<file path="src/rtl/core/vna_pkg.sv">
package vna_pkg;

    localparam int VERTICES_DEF   = 1024;
    localparam int COORD_BITS_DEF = 16;
    localparam int SUM_BITS_DEF   = 48;

    localparam int FIELD_IDX_W  = 10;
    localparam int FIELD_CRD_W  = 16;
    localparam int CFG_W        = 11;
    localparam int VCOUNT_RESET = 1024;

    localparam int MUL_W     = 32;
    localparam int RAD_W     = 64;
    localparam int ROOT_W    = 32;
    localparam int OUT_W     = 16;
    localparam int Q_FRAC    = OUT_W - 1;
    localparam int NORM_HI   = 30;
    localparam int DIV_STEPS = Q_FRAC + 2;
    localparam int DCNT_W    = $clog2(DIV_STEPS);
    localparam int NUM_W     = NORM_HI + Q_FRAC + 1;

    typedef enum logic [1:0] {
        KIND_WRITE = 2'd0,
        KIND_FACE  = 2'd1,
        KIND_READ  = 2'd2,
        KIND_CLEAR = 2'd3
    } kind_t;

endpackage

</file>
<file path="src/rtl/core/vna_isqrt.sv">
module vna_isqrt
    import vna_pkg::*;
(
    input  logic              clk,
    input  logic              rst_n,
    input  logic              start,
    input  logic [RAD_W-1:0]  radicand,
    output logic              done,
    output logic [ROOT_W-1:0] root
);

    logic             run_reg;
    logic             done_reg;
    logic [RAD_W-1:0] rem_reg;
    logic [RAD_W-1:0] res_reg;
    logic [RAD_W-1:0] bit_reg;
    logic [RAD_W-1:0] trial;

    assign trial = res_reg + bit_reg;

    always_ff @(posedge clk or negedge rst_n)
    begin
        if (!rst_n)
        begin
            run_reg  <= 1'b0;
            done_reg <= 1'b0;
            rem_reg  <= '0;
            res_reg  <= '0;
            bit_reg  <= '0;
        end
        else
        begin
            done_reg <= 1'b0;
            if (start)
            begin
                run_reg <= 1'b1;
                rem_reg <= radicand;
                res_reg <= '0;
                bit_reg <= RAD_W'(1) << (RAD_W - 2);
            end
            else if (run_reg)
            begin
                if (rem_reg >= trial)
                begin
                    rem_reg <= rem_reg - trial;
                    res_reg <= (res_reg >> 1) + bit_reg;
                end
                else
                begin
                    res_reg <= res_reg >> 1;
                end
                bit_reg <= bit_reg >> 2;
                if (bit_reg == RAD_W'(1))
                begin
                    run_reg  <= 1'b0;
                    done_reg <= 1'b1;
                end
            end
        end
    end

    assign done = done_reg;
    assign root = res_reg[ROOT_W-1:0];

endmodule

</file>
<file path="config.mk">
export PLATFORM = sky130hd
export DESIGN_NAME = vna_isqrt
export DESIGN_NICKNAME = d
export VERILOG_FILES = /design/src/rtl/core/vna_pkg.sv /design/src/rtl/core/vna_isqrt.sv
export SDC_FILE = /design/constraint.sdc
export NUM_CORES = 1
export LEC_CHECK = 0
export ABC_AREA = 1
export CAP_MARGIN = 30
export CORE_MARGIN = 3
export CORE_UTILIZATION = 65
export DETAILED_ROUTE_END_ITERATION = 6
export DONT_BUFFER_PORTS = 1
export PLACE_DENSITY_LB_ADDON = 0.15
export SLEW_MARGIN = 10
export SYNTH_ARGS = -nofsm -noshare
export SYNTH_HDL_FRONTEND = slang
export SYNTH_SLANG_ARGS = --single-unit
</file>
<file path="constraint.sdc">
create_clock -name clk -period 11.7 [get_ports clk]
set_clock_uncertainty 0.1 [all_clocks]
set_input_delay 0.585 -clock clk [delete_from_list [all_inputs] [get_ports clk]]
set_output_delay 0.585 -clock clk [all_outputs]
set_load 0.02 [all_outputs]
</file>
==> run_results.csv, run 1 <==
group,metric,value,unit
yosys,synthesis.area,21300,µm²
die,fp.dieH,187,µm
placed_design,post-place-ws,6000,ps
placed_design,globalplace.congestion,1.16,
die,pin_count,100,
global_routing,grt-ovfl-total,0,
clocking,cts_tree,"built",
die,start_util,66.7,%
timing,hold_slack,-155,ps
detailed_routing,drc,3,
yosys,syn-num-nets,4034,
clocking,post_cts_buffers,0,
yosys,synth.most_common_cell,"nand2_1",
yosys,async_flop_share,100,%
yosys,synth_ff_type,"dfrtp_1",
flow_run,drv_cap,0,
clocking,cts_resized,0,
clocking,cts_buffer_depth,2,
global_routing,grt_pass1_vias,24100,
setup_path,worstPathRequired,11970,ps
power,powerDensity,239,nW/µm²
power,power.total,5.22,mW
die,rows,65,
timing,max-slew-margin-rel,24.2,%
clocking,cts_hold_buf,1,
setup_path,cp-start-kind,"flip-flop",
timing,fin_crit,5960,ps
power,irDropWorstVdd,158,µV
yosys,synth-seq-cells,162,
placed_design,post_dp_cell_area,21200,µm²
die,core,31900,µm²
clocking,htreeDepth,4,
yosys,syn_inst,3836,
detailed_routing,drtIter0Drc,3158,
timing,hold_viol_final,21,
timing,setup_viol,0,
final_layout,finish.utilization,68.4,%
final_layout,fin_nets,3966,
timing,fmax,0.168,GHz
timing,worst_slew_pin_slew,1140,ps
clocking,cts.clk_slew.worst_paths,80,ps
die,dieWidth,187,µm
global_routing,grt_max_degree,163,
global_routing,antenna_found_initial,1,
yosys,synth.largest_area_cell,"nand2_1",
timing,rsz0062_at_grt,"false",
final_layout,antenna_cells,0,
setup_path,critPathMaxFanout,83,
timing,fin_setup_tns,0,ps
detailed_routing,wirelength,79900,µm
yosys,yosys-top-cells-count,"nand2_1 (1539), inv_1 (670), nor2_1 (319)",
clocking,cts_made_buffers,17,
yosys,synth_edf_count,0,
final_layout,area_growth,2.56,%
setup_path,arrival,6230,ps
timing,post-route-period-util,50.9,%
final_layout,final_cells,4216,
detailed_routing,first_pass_iters,7,
yosys,synthTopCellsByArea,"nand2_1 (27%), dfrtp_1 (19%), inv_1 (12%), ha_1 (7.6%), nand3_1 (6.2%)",
clocking,cts_root_buffer,"clkbuf_16",
status,violations,"design-rule violations, negative hold slack",
hold_path,min_path_type,"input pin to asynchronous set/reset pin",
setup_path,crit_type,"flip-flop to flip-flop",
yosys,ys_seq_area_share,19.1,%
detailed_routing,route.antenna.remaining_nets,0,
final_layout,drive_gt1_share,2.94,%
placed_design,hpwl,62700,µm
yosys,yosysUniqueCellTypes,53,
die,die_area,34900,µm²
timing,fin_ws,5740,ps
detailed_routing,wl_per_cell,18.9,µm
detailed_routing,vias,25300,
status,outcome,"finished with violations",
yosys,ys_warn_count,0,
detailed_routing,vias_per_cell,5.99,
yosys,syn_avg_cell_area,5.54,µm²
yosys,synth_top_cell_area_share,27.2,%
placed_design,io_buffers,0,
placed_design,dp_cells,4183,
power,power_leakage,11.7,nW
setup_path,end_kind,"flip-flop",
global_routing,grt_use_total,45.0,%
final_layout,stdcell_area,21800,µm²
clocking,clk_latency,490,ps
clocking,clock-sinks,162,
timing,final_max_slew_viol_count,0,
global_routing,grt_pass1_wl,125000,µm
where the power goes:
group	total (mW)	internal (mW)	leakage (nW)	switching, mW
combinational	3.60	1.11	9.30	2.49
clock	0.615	0.311	0.295	0.303
sequential	1.01	0.726	2.10	0.280
placed cells by master (no fill, tap or decap), types with 5 or more instances in the layout:
cell type,count
xnor2_1,43
nor2_4,6
inv_1,670
nand3_1,265
o22ai_1,31
nand4_1,48
nand2_1,1539
o21ai_0,139
nor2_1,317
clkbuf_16,17
a21oi_1,135
nand2_2,29
o21bai_1,16
and2_1,5
or2_2,11
xor2_1,51
nand3b_1,23
dfrtp_1,162
inv_8,5
nor4_1,9
inv_2,6
o21ai_1,16
a21o_1,6
nor2_2,8
ha_1,130
nor3_1,44
buf_4,8
area by class of cell:
| cell class | count | area [µm²] |
|---|---|---|
| multi-input cells | 2900 | 14000 |
| fillers | 2990 | 10100 |
| flip-flops and latches | 162 | 4050 |
| inverters | 678 | 2550 |
| well taps | 435 | 544 |
| clock buffers | 18 | 439 |
| clock inverters | 14 | 168 |
| repair buffers | 9 | 87.6 |
cell families after synthesis:
kind of cell	synth area share (%)
simple gates	44.6
xor+xnor	3.87
buf+inv	15.3
fa+ha+maj	7.74
compound gates	9.34
flops	19.1
metal layers:
layer	part of all wire (%)	track usage, %	vias to the layer above
li1	-	-	11700
met1	36	54.2	11300
met2	44	73.2	1817
met3	12	8.58	439
met4	8.1	30.1	2
met5	0.016	0	-
critical path, cell delays in order, from the launching register on:
cell,delay (ps)
dfrtp_1,590
ha_1,490
nand4_1,170
nor2_1,340
a21oi_1,190
o21ai_1,310
nand2_1,100
nand2_1,140
xor2_1,320
ha_1,290
nand2_1,140
nor2_2,210
nand2_2,160
nor2_4,150
nand4_1,170
nand3_2,160
nand2_2,90
nand2_4,380
buf_4,800
nand3_1,210
nand2_1,130
nand2_1,60
final timing paths:
kind / from / to / slack, ps / depth (start not counted)
worst max register to register: res_reg[12] / res_reg[46] / 5740 / 21
worst min register to register: rem_reg[8] / rem_reg[8] / 390 / 2
min in group clk: radicand[55] / rem_reg[55] / 140 / 2
max in group asynchronous: rst_n / rem_reg[14] / 10650 / 1
worst min-delay path: rst_n / rem_reg[17] / -150 / 1
worst max-delay path: res_reg[12] / res_reg[46] / 5740 / 21
(Power assumes the default switching activity.)
==> run 2, diff against run 1 <==
- CORE_UTILIZATION: 65 -> 60
- clock period: 11.7 -> 5.2 ns (I/O delays scaled with it)
==> run_results.csv, run 2 (same netlist as run 1, synthesis figures left out) <==
group,metric,value,unit
status,outcome,"completed",
timing,fin_ws,264,ps
final_layout,area_growth,8.01,%
power,power_frac_clock,10.9,%
power,swShare,58.1,%
clocking,htreeDepth,4,
timing,hold_viol_final,0,
power,irDropWorstVdd,362,µV
die,core,34700,µm²
timing,post-route-period-util,94.9,%
power,powerDensity,516,nW/µm²
timing,worst_slew_pin_slew,1000,ps
hold_path,worstHoldPathCells,5,
timing,fin_crit,4940,ps
die,start_util,61.3,%
timing,setup_viol,0,
setup_path,slowest_delay,450,ps
timing,rsz0062_at_grt,"false",
die,die_area,37700,µm²
clocking,cts_root_buffer,"clkbuf_16",
placed_design,hpwl,64200,µm
clocking,clock-sinks,162,
clocking,cts_made_buffers,17,
power,p_int,4.97,mW
global_routing,antenna_found_initial,1,
setup_path,end_kind,"flip-flop",
clocking,cts_tree,"built",
timing,final_max_slew_viol_count,0,
setup_path,critPathSlowestCell,"dfrtp_1",
setup_path,worstPathRequired,5450,ps
power,combPwrFrac,71.7,%
setup_path,cp-start-kind,"flip-flop",
final_layout,drive_gt1_share,3.97,%
die,fp.dieH,194,µm
power,p_switching,6.89,mW
global_routing,grt_use_total,42.0,%
detailed_routing,wl_per_cell,18.6,µm
setup_path,crit_type,"flip-flop to flip-flop",
timing,fmax,0.203,GHz
final_layout,fin_nets,4085,
setup_path,critical_path_buf_inv_count,4,
power,power_leakage,12.2,nW
setup_path,r2r_slack,260,ps
setup_path,cpMostUsedCell,"nand2_1",
detailed_routing,route.antenna.remaining_nets,0,
detailed_routing,vias,24400,
die,dieWidth,194,µm
global_routing,grt_pass1_vias,23200,
detailed_routing,drtIter0Drc,2633,
global_routing,grt_max_degree,163,
setup_path,arrival,5180,ps
flow_run,drv_cap,0,
detailed_routing,first_pass_iters,6,
detailed_routing,wirelength,80900,µm
hold_path,min_path_type,"input pin to flip-flop",
setup_path,crit_family,"simple AND/OR/NAND/NOR gates",
final_layout,most-common-layout-cells,"nand2_1 (1539), inv_1 (670), nor2_1 (317)",
setup_path,reg2reg_depth,27,
timing,fin_setup_tns,0,ps
global_routing,grt_pass1_wl,125000,µm
placed_design,globalplace.congestion,1.07,
setup_path,critPathMaxFanout,13,
global_routing,grt-ovfl-total,0,
placed_design,io_buffers,0,
die,rows,68,
setup_path,crit_cells,27,
final_layout,final_common_cell,"nand2_1",
detailed_routing,drc,0,
timing,max-slew-margin-rel,33.1,%
clocking,clk_latency,470,ps
detailed_routing,vias_per_cell,5.61,
power,pwr-share-seq,17.4,%
clocking,cts_buffer_depth,2,
die,pin_count,100,
placed_design,post-place-ws,80.9,ps
clocking,cts.clk_slew.worst_paths,80,ps
run 2: cell count changes in the layout (fill, tap and decap cells not counted), moves of 2 or more:
cell | previous run | this run
o21ai_0 | 139 | 134
o21ai_1 | 16 | 20
buf_4 | 8 | 42
buf_12 | 0 | 5
dlygate4sd3_1 | 0 | 79
clkinv_8 | 2 | 0
run 2: power by group through the flow:
stage | Clock, mW | Combinational (mW) | Sequential, mW
global route | 1.34 | 9.42 | 2.10
detailed placement | 0 | 8.09 | 2.06
floorplan | 0 | 6.21 | 1.92
global placement | 0 | 8.04 | 2.06
finish | 1.29 | 8.50 | 2.07
CTS | 1.30 | 8.22 | 2.05
run 2: worst register-to-register path, cell delays in order, from the launching register on:
cell and delay (ps):
dfrtp_1 450, ha_1 420, nand2_1 100, o21ai_1 280, nor2_1 70, nand2_1 60, o21ai_0 130, o21ai_1 300
nand2_1 120, nand2_1 190, nand2_1 80, nand2_1 90, xor2_1 250, ha_1 380, nand2_2 160, inv_1 60
a21oi_2 170, inv_1 60, nand2_1 60, nand2_1 60, inv_1 60, nand2_1 100, a21oi_4 170, nand2_4 200
buf_4 280, or2_2 290, nand3_1 70, nand2_1 60
run 2: routing by layer:
metal | up-vias | GRT usage, % | share of wire, %
met5 | - | 0 | 0
met4 | 0 | 23.5 | 6.7
met3 | 255 | 5.84 | 8.5
met2 | 1238 | 68.2 | 44
met1 | 11000 | 54.1 | 40
li1 | 12000 | - | -
run 2: final cells by class:
class                   instances  area [µm²]
diodes                          1        2.50
clock buffers                  19         453
clock inverters                13         115
fillers                      3527       11700
inverters                     678        2550
multi-input cells            2900       14000
flip-flops and latches        162        4060
well taps                     455         569
repair buffers                128        1240
run 2: through the flow:
| stage | power [mW] | instance area, µm² | instances | hold slack [ps] | utilization, % |
|---|---|---|---|---|---|
| 6_report | 11.9 | 23000 | 4356 | 47.9 | 66.2 |
| 5_1_grt | 12.9 | 23000 | 4356 | 41.9 | 66.2 |
| 4_1_cts | 11.6 | 22900 | 4354 | 2.17 | 66.1 |
| 3_5_place_dp | 10.1 | 21500 | 4241 | -130 | 62.0 |
| 3_3_place_gp | 10.1 | 21500 | 4241 | -131 | 62.0 |
| 2_1_floorplan | 8.13 | 21300 | 3836 | -136 | - |
run 2: repair_timing:
item	CTS	global route
gates resized for setup	0	10
hold buffers	81	0
buffers inserted	0	1
endpoints found under the hold margin	226	0
setup endpoints to repair	0	128
run 2: path summary, 6_finish.rpt:
path                               endpoint         start
worst max register to register   res_reg[0]   bit_reg[10]
worst min register to register   rem_reg[7]    rem_reg[7]
max in group asynchronous       rem_reg[46]         rst_n
min in group asynchronous       rem_reg[41]         rst_n
worst min-delay path            rem_reg[63]  radicand[63]
worst max-delay path             res_reg[0]   bit_reg[10]
